[src/rtl/xsr_pkg.sv]
// Shared constants and controller/datapath interface types for the xoshiro256+ generator.
package xsr_pkg;

    localparam int WordW = 64;
    localparam int HalfW = WordW / 2;

    localparam logic [WordW-1:0] GOLDEN_GAMMA = 64'h9E37_79B9_7F4A_7C15;
    localparam logic [WordW-1:0] MIX_MUL_A    = 64'hBF58_476D_1CE4_E5B9;
    localparam logic [WordW-1:0] MIX_MUL_B    = 64'h94D0_49BB_1331_11EB;

    localparam int NEXT_SHIFT = 17;
    localparam int NEXT_ROT   = 45;
    localparam int MIX_SH_A   = 30;
    localparam int MIX_SH_B   = 27;
    localparam int MIX_SH_C   = 31;

    typedef enum logic [3:0] {
        OP_IDLE,
        OP_NEXT,
        OP_LOAD_SEED,
        OP_LOAD_ZERO,
        OP_MIX_A,
        OP_MIX_B,
        OP_MUL,
        OP_STORE,
        OP_FIX
    } dp_op_t;

    // partial products of the low 64 bits of a 64x64 multiply
    typedef enum logic [1:0] {
        PART_LL,
        PART_LH,
        PART_HL
    } mul_part_t;

    typedef struct packed {
        dp_op_t    op;
        logic      mul_b;     // 1: second mixing constant
        mul_part_t mul_part;
        logic [1:0] word_idx;
    } dp_cmd_t;

    typedef struct packed {
        logic out_free;       // output register can take an item this cycle
    } dp_status_t;

endpackage

[src/rtl/xsr_datapath.sv]
// Datapath: state words, SplitMix64 accumulator, shared 32x32 multiplier and output register.
module xsr_datapath
    import xsr_pkg::*;
(
    input  logic             clk,
    input  logic             rst_n,
    input  dp_cmd_t          cmd,
    output dp_status_t       status,
    input  logic [WordW-1:0] seed_value,
    output logic             out_valid,
    input  logic             out_ready,
    output logic [WordW-1:0] out_word
);

    logic [WordW-1:0] s_reg [4];
    logic [WordW-1:0] acc_reg;
    logic [WordW-1:0] x_reg;
    logic [WordW-1:0] prod_reg;
    logic [WordW-1:0] out_word_reg;
    logic             out_valid_reg;

    logic [WordW-1:0] s0_n, s1_n, s2_n, s3_x;
    logic [WordW-1:0] mul_const;
    logic [HalfW-1:0] mul_a, mul_b;
    logic [WordW-1:0] pp;
    logic [WordW-1:0] pp_aligned;
    logic             all_zero;

    // xoshiro256 update
    always_comb
    begin
        s2_n = s_reg[2] ^ s_reg[0];
        s3_x = s_reg[3] ^ s_reg[1];
        s1_n = s_reg[1] ^ s2_n;
        s0_n = s_reg[0] ^ s3_x;
        s2_n = s2_n ^ (s_reg[1] << NEXT_SHIFT);
    end

    assign mul_const = cmd.mul_b ? MIX_MUL_B : MIX_MUL_A;

    always_comb
    begin
        case (cmd.mul_part)
            PART_LL:
            begin
                mul_a = x_reg[HalfW-1:0];
                mul_b = mul_const[HalfW-1:0];
            end
            PART_LH:
            begin
                mul_a = x_reg[HalfW-1:0];
                mul_b = mul_const[WordW-1:HalfW];
            end
            PART_HL:
            begin
                mul_a = x_reg[WordW-1:HalfW];
                mul_b = mul_const[HalfW-1:0];
            end
            default:
            begin
                mul_a = '0;
                mul_b = '0;
            end
        endcase
    end

    assign pp         = WordW'(mul_a) * WordW'(mul_b);
    assign pp_aligned = (cmd.mul_part == PART_LL) ? pp : {pp[HalfW-1:0], {HalfW{1'b0}}};
    assign all_zero   = ((s_reg[0] | s_reg[1] | s_reg[2] | s_reg[3]) == '0);

    assign status.out_free = !out_valid_reg || out_ready;

    always_ff @(posedge clk or negedge rst_n)
    begin
        if (!rst_n)
        begin
            out_valid_reg <= 1'b0;
        end
        else
        begin
            if (cmd.op == OP_NEXT)
                out_valid_reg <= 1'b1;
            else if (out_ready)
                out_valid_reg <= 1'b0;
        end
    end

    always_ff @(posedge clk)
    begin
        case (cmd.op)
            OP_NEXT:
            begin
                out_word_reg <= s_reg[0] + s_reg[3];
                s_reg[0]     <= s0_n;
                s_reg[1]     <= s1_n;
                s_reg[2]     <= s2_n;
                s_reg[3]     <= {s3_x[WordW-NEXT_ROT-1:0], s3_x[WordW-1:WordW-NEXT_ROT]};
            end
            OP_LOAD_SEED:
                acc_reg <= seed_value + GOLDEN_GAMMA;
            OP_LOAD_ZERO:
                acc_reg <= GOLDEN_GAMMA;
            OP_MIX_A:
            begin
                x_reg    <= acc_reg ^ (acc_reg >> MIX_SH_A);
                prod_reg <= '0;
            end
            OP_MIX_B:
            begin
                x_reg    <= prod_reg ^ (prod_reg >> MIX_SH_B);
                prod_reg <= '0;
            end
            OP_MUL:
                prod_reg <= prod_reg + pp_aligned;
            OP_STORE:
            begin
                s_reg[cmd.word_idx] <= prod_reg ^ (prod_reg >> MIX_SH_C);
                acc_reg             <= acc_reg + GOLDEN_GAMMA;
            end
            OP_FIX:
            begin
                if (all_zero)
                    s_reg[0] <= GOLDEN_GAMMA;
            end
            default:
            begin
            end
        endcase
    end

    assign out_valid = out_valid_reg;
    assign out_word  = out_word_reg;

endmodule

[src/rtl/xsr_ctrl.sv]
// Controller: item acceptance and the SplitMix64 seeding sequence.
module xsr_ctrl
    import xsr_pkg::*;
(
    input  logic       clk,
    input  logic       rst_n,
    input  logic       in_valid,
    input  logic       in_reseed,
    output logic       in_ready,
    input  dp_status_t status,
    output dp_cmd_t    cmd
);

    typedef enum logic [3:0] {
        ST_RESET_SEED,
        ST_IDLE,
        ST_MIX_A,
        ST_MUL_A,
        ST_MIX_B,
        ST_MUL_B,
        ST_STORE,
        ST_FIX
    } state_t;

    state_t     state_reg, state_next;
    logic [1:0] idx_reg, idx_next;
    mul_part_t  part_reg, part_next;

    assign in_ready = (state_reg == ST_IDLE) && status.out_free;

    always_comb
    begin
        state_next   = state_reg;
        idx_next     = idx_reg;
        part_next    = part_reg;
        cmd.op       = OP_IDLE;
        cmd.mul_b    = 1'b0;
        cmd.mul_part = part_reg;
        cmd.word_idx = idx_reg;
        case (state_reg)
            ST_RESET_SEED:
            begin
                cmd.op     = OP_LOAD_ZERO;
                idx_next   = '0;
                state_next = ST_MIX_A;
            end
            ST_IDLE:
            begin
                if (in_valid && in_ready)
                begin
                    if (in_reseed)
                    begin
                        cmd.op     = OP_LOAD_SEED;
                        idx_next   = '0;
                        state_next = ST_MIX_A;
                    end
                    else
                        cmd.op = OP_NEXT;
                end
            end
            ST_MIX_A:
            begin
                cmd.op     = OP_MIX_A;
                part_next  = PART_LL;
                state_next = ST_MUL_A;
            end
            ST_MUL_A:
            begin
                cmd.op = OP_MUL;
                case (part_reg)
                    PART_LL: part_next = PART_LH;
                    PART_LH: part_next = PART_HL;
                    default: state_next = ST_MIX_B;
                endcase
            end
            ST_MIX_B:
            begin
                cmd.op     = OP_MIX_B;
                cmd.mul_b  = 1'b1;
                part_next  = PART_LL;
                state_next = ST_MUL_B;
            end
            ST_MUL_B:
            begin
                cmd.op    = OP_MUL;
                cmd.mul_b = 1'b1;
                case (part_reg)
                    PART_LL: part_next = PART_LH;
                    PART_LH: part_next = PART_HL;
                    default: state_next = ST_STORE;
                endcase
            end
            ST_STORE:
            begin
                cmd.op = OP_STORE;
                if (idx_reg == 2'd3)
                    state_next = ST_FIX;
                else
                begin
                    idx_next   = idx_reg + 2'd1;
                    state_next = ST_MIX_A;
                end
            end
            ST_FIX:
            begin
                cmd.op     = OP_FIX;
                state_next = ST_IDLE;
            end
            default:
                state_next = ST_IDLE;
        endcase
    end

    always_ff @(posedge clk or negedge rst_n)
    begin
        if (!rst_n)
        begin
            state_reg <= ST_RESET_SEED;
            idx_reg   <= '0;
            part_reg  <= PART_LL;
        end
        else
        begin
            state_reg <= state_next;
            idx_reg   <= idx_next;
            part_reg  <= part_next;
        end
    end

endmodule

[src/rtl/xoshiro256plus_generator.sv]
// Top level of the xoshiro256+ generator with SplitMix64 seeding.
//
// A next item (tuser 0) is taken and its 64-bit word appears in the output
// register the cycle after; next items can follow back to back as long as the
// output side keeps taking words. A reseed item (tuser 1) gives no output word
// and holds the input off until its sequence is done: each of the four state
// words needs a mix, three 32x32 partial products on one shared multiplier, a
// mix, three more partial products and a store, then the all-zero check runs.
// After reset the same sequence runs with seed zero behind one load step, and
// no item is taken before it is done.
module xoshiro256plus_generator
    import xsr_pkg::*;
(
    input  logic             clk,
    input  logic             rst_n,
    input  logic             s_tvalid,
    output logic             s_tready,
    input  logic [WordW-1:0] s_tdata,   // [63:0] seed_value
    input  logic             s_tuser,   // [0] cmd
    output logic             m_tvalid,
    input  logic             m_tready,
    output logic [WordW-1:0] m_tdata    // [63:0] random_word
);

    dp_cmd_t    cmd;
    dp_status_t status;

    xsr_ctrl u_ctrl (
        .clk       (clk),
        .rst_n     (rst_n),
        .in_valid  (s_tvalid),
        .in_reseed (s_tuser),
        .in_ready  (s_tready),
        .status    (status),
        .cmd       (cmd)
    );

    xsr_datapath u_datapath (
        .clk        (clk),
        .rst_n      (rst_n),
        .cmd        (cmd),
        .status     (status),
        .seed_value (s_tdata),
        .out_valid  (m_tvalid),
        .out_ready  (m_tready),
        .out_word   (m_tdata)
    );

endmodule

[config.mk]
export PLATFORM = sky130hd
export DESIGN_NAME = xoshiro256plus_generator
export DESIGN_NICKNAME = d
export VERILOG_FILES = /design/src/rtl/xsr_pkg.sv /design/src/rtl/xsr_datapath.sv /design/src/rtl/xsr_ctrl.sv /design/src/rtl/xoshiro256plus_generator.sv
export SDC_FILE = /design/constraint.sdc
export NUM_CORES = 2
export LEC_CHECK = 0
export BUFFER_PORTS_ARGS = -buffer_cell sky130_fd_sc_hd__buf_2
export CORE_MARGIN = 1
export CORE_UTILIZATION = 35
export CTS_BUF_LIST = sky130_fd_sc_hd__clkbuf_4 sky130_fd_sc_hd__clkbuf_8 sky130_fd_sc_hd__clkbuf_16
export DETAILED_ROUTE_END_ITERATION = 8
export GPL_ROUTABILITY_DRIVEN = 0
export PLACE_DENSITY_LB_ADDON = 0.1
export SYNTH_ARGS = -nofsm -noshare
export SYNTH_HDL_FRONTEND = slang
export SYNTH_HIERARCHICAL = 1
export SYNTH_SLANG_ARGS = --single-unit
export TNS_END_PERCENT = 10
[constraint.sdc]
create_clock -name clk -period 34.6 [get_ports clk]
set_clock_uncertainty 0.2 [all_clocks]
set_input_delay 1.73 -clock clk [delete_from_list [all_inputs] [get_ports clk]]
set_output_delay 1.73 -clock clk [all_outputs]
set_load 0.05 [all_outputs]
==> summary.txt <==
Drt
  • Iteration count of the initial detailed-routing pass: 6
  • Via-to-Cell Ratio: 5.48
  • ANT nets after route: 0
  • # DRC: 0
  • DRT iter0 DRCs: 5283
  • DR WL/cell: 27.9 microns
  • WL final: 257000 microns
  • Vias: 50400

Status
  • Status: complete, but fails checks
  • Failing checks: capacitance limit

STA
  • Tcrit/Tclk final: 0.401
  • Crit path time final: 13890 ps
  • Post-Route Setup TNS: 0 ps
  • Number of setup violations in the final report: 0
  • Final hold violation count: 0
  • Slew of the pin with the lowest slew margin: 1460 ps
  • Maximum operating frequency: 0.0720 GHz
  • Max_slew headroom: 0.0122
  • Pins Over Slew Limit: 0
  • RSZ-0062 raised after global routing: false

Finish
  • Nets: 8131
  • Register Area: 15600 sq um
  • Max reg flops: 256
  • Synth-to-Final Area Change: 8.31%
  • Fill cell count: 18500
  • Multi-input logic area: 44000 sq um
  • Proportion of layout cells with a drive suffix above 1: 0.0624

Logic synthesis
  • Yosys warns: 6
  • Synth Area per Inst: 9.54 sq um
  • Area leader, netlist: fa_1
  • Yosys top cell area share: 0.250
  • Syn Nets: 8095
  • Synthesized area: 64300 sq um
  • Post-synthesis register bit count: 520
  • Post-synthesis sequential area ratio: 0.242
  • Number of flops mapped to enable cells by yosys: 512
  • Post-synthesis cell type count: 103
  • Mapped Cells: 6740
  • Async SR Flop Fraction: 0.0154
  • Main flop type after synthesis: edfxtp_1
  • Area contributors post-synth: fa_1 25%, edfxtp_1 24%, ha_1 9.4%, inv_1 5.9%, xnor2_1 4.7%

Setup path
  • Critical Path Sink: u_datapath/prod_reg[63]
  • Worst r2r src: u_ctrl/part_reg[0]
  • Crit path launch type: flip-flop
  • Max stage delay cell, worst path: o311ai_0
  • WP data arrival: 14110 ps
  • R2R depth: 35
  • Crit path top cell by count: fa_1
  • Critical Path Max Stage Delay: 1180 ps
  • Crit-path max FO: 46
  • Reg2reg end: u_datapath/prod_reg[63]
  • Critical Path Start: u_ctrl/part_reg[0]
  • WS Path Type: reg2reg
  • Req. time, crit path: 34820 ps
  • R2r setup slk: 20710 ps
  • CP Capture Type: flip-flop

Die
  • Core area: 182000 sq um
  • DIE HEIGHT: 431 microns
  • Die width: 431 microns
  • Row Count: 156
  • Die ar.: 185000 sq um
  • Initial Util: 0.354
  • # IOs: 135

Global routing
  • Met2 usage: 0.408
  • Most used routing layer: met2
  • Total GRT Usage: 0.276
  • First-pass GRT wire length: 371000 microns
  • Grt ovf: 0
  • Vias in the first global route: 51500
  • Initial antenna violation count: 2
  • Met3 Usage GRT: 0.0581
  • M1 GR Usage: 0.403
  • Largest net degree at the start of global routing: 114

CTS
  • Post_cts resized: 0
  • Clock root cell: clkbuf_16
  • Clk sinks: 520
  • Hold buffers post-CTS: 0
  • Postcts setup bufs: 0
  • CTS H-tree depth: 2
  • Clk slew on worst S/H paths: 60 ps
  • Clk_lat worst skew: 700 ps
  • CTS Buf Count: 59
  • CTS tree: done
  • CTS max path bufs: 3

Placed design
  • # port buffers: 134
  • DP HPWL: 214000 microns

Flow run
  • Max-cap viol count: 1

Hold path
  • Worst hold path class: reg2reg
## synth_stat cells (all sizes together) (19+ instances only)
library cell	instances
clkbuf	188
ha	484
nor2b	23
nor2	579
xor2	342
nand2b	32
mux2i	60
mux2	32
a21boi	19
fa	802
o21bai	35
buf	58
nor3	79
a21oi	379
a211oi	19
and2	35
xnor2	343
nand3	77
o21a	24
a31oi	33
nor4	74
inv	1016
edfxtp	512
a22oi	25
a21o	147
nand2	644
o21ai	354
o31ai	19
and3	50
or2	20
nand4	60
## final cells by class
cell class              instances  share of cell area
repair buffers                221              0.0192
diodes                          1           0.0000359
multi-input cells            4958               0.632
flip-flops and latches        520               0.224
clock buffers                  67              0.0221
well taps                    2370              0.0426
inverters                    1016              0.0548
clock inverters                41             0.00570
## stage by stage
| step | hold WS (ps) | utilization | setup WS [ps] | instances | cell area, sq um |
|---|---|---|---|---|---|
| floorplan | 311 | - | 23720 | 6740 | 64300 |
| global placement | 373 | 0.373 | 21120 | 9085 | 67700 |
| detailed placement | 382 | 0.373 | 21090 | 9085 | 67700 |
| CTS | 405 | 0.383 | 21040 | 9193 | 69600 |
| global route | 455 | 0.383 | 20370 | 9193 | 69600 |
| finish | 411 | 0.383 | 20710 | 9194 | 69600 |
## layout by cell type, fill, tap and decap left out, types with 32 or more instances in the layout
master / count
and2_1: 34
buf_2: 134
and3_1: 50
buf_4: 86
nand2_1: 637
xnor2_1: 343
a31oi_1: 32
a21oi_1: 376
clkbuf_16: 59
fa_1: 802
o21bai_1: 34
o21ai_0: 343
nor4_1: 74
inv_1: 1014
mux2_2: 32
nand4_1: 60
edfxtp_1: 512
xor2_1: 341
mux2i_1: 59
a21o_1: 146
nor3_1: 78
ha_1: 484
nor2_1: 574
nand3_1: 77
## cell families after synthesis
logic type                 count (synthesis)  share of synthesized area
buffers and inverters                   1262                     0.0750
muxes                                     92                     0.0150
and+or+nand+nor                         1728                      0.119
adders and majority gates               1286                      0.344
AOI/OAI and AO/OA                       1167                      0.111
DFF                                      520                      0.242
xor gates and xnor gates                 685                     0.0935
## worst max-delay path: cells and delay by family (launching register included)
kind | cells | cell delay, ps
XOR/XNOR | 1 | 650
AND/OR/NAND/NOR | 10 | 3090
flip-flops | 1 | 850
AO/OA/AOI/OAI | 7 | 2880
multiplexers | 1 | 260
adder cells (fa/ha/maj) | 10 | 4950
buffers and inverters | 6 | 750
## how the worst min path moves through the flow
stage,end,cells after the start,from,slack [ps]
floorplan,u_ctrl/part_reg[0],1,u_ctrl/part_reg[0],310
global placement,u_datapath/out_valid,2,u_datapath/out_valid,370
detailed placement,u_datapath/out_valid,2,u_datapath/out_valid,380
CTS,u_datapath/out_valid,2,u_datapath/out_valid,410
global route,u_datapath/out_valid,2,u_datapath/out_valid,460
finish,u_datapath/out_valid,2,u_datapath/out_valid,410
## metal layers
layer  wire length [microns]  up-vias
li1                        -    22300
met1                  116000    25500
met2                  110000     2236
met3                   22700      344
met4                    8090        2
met5                      13        -
Power is left out: the tool's default activity adds up to more than one toggle a clock period on the data nets, which glitch-free logic cannot reach.
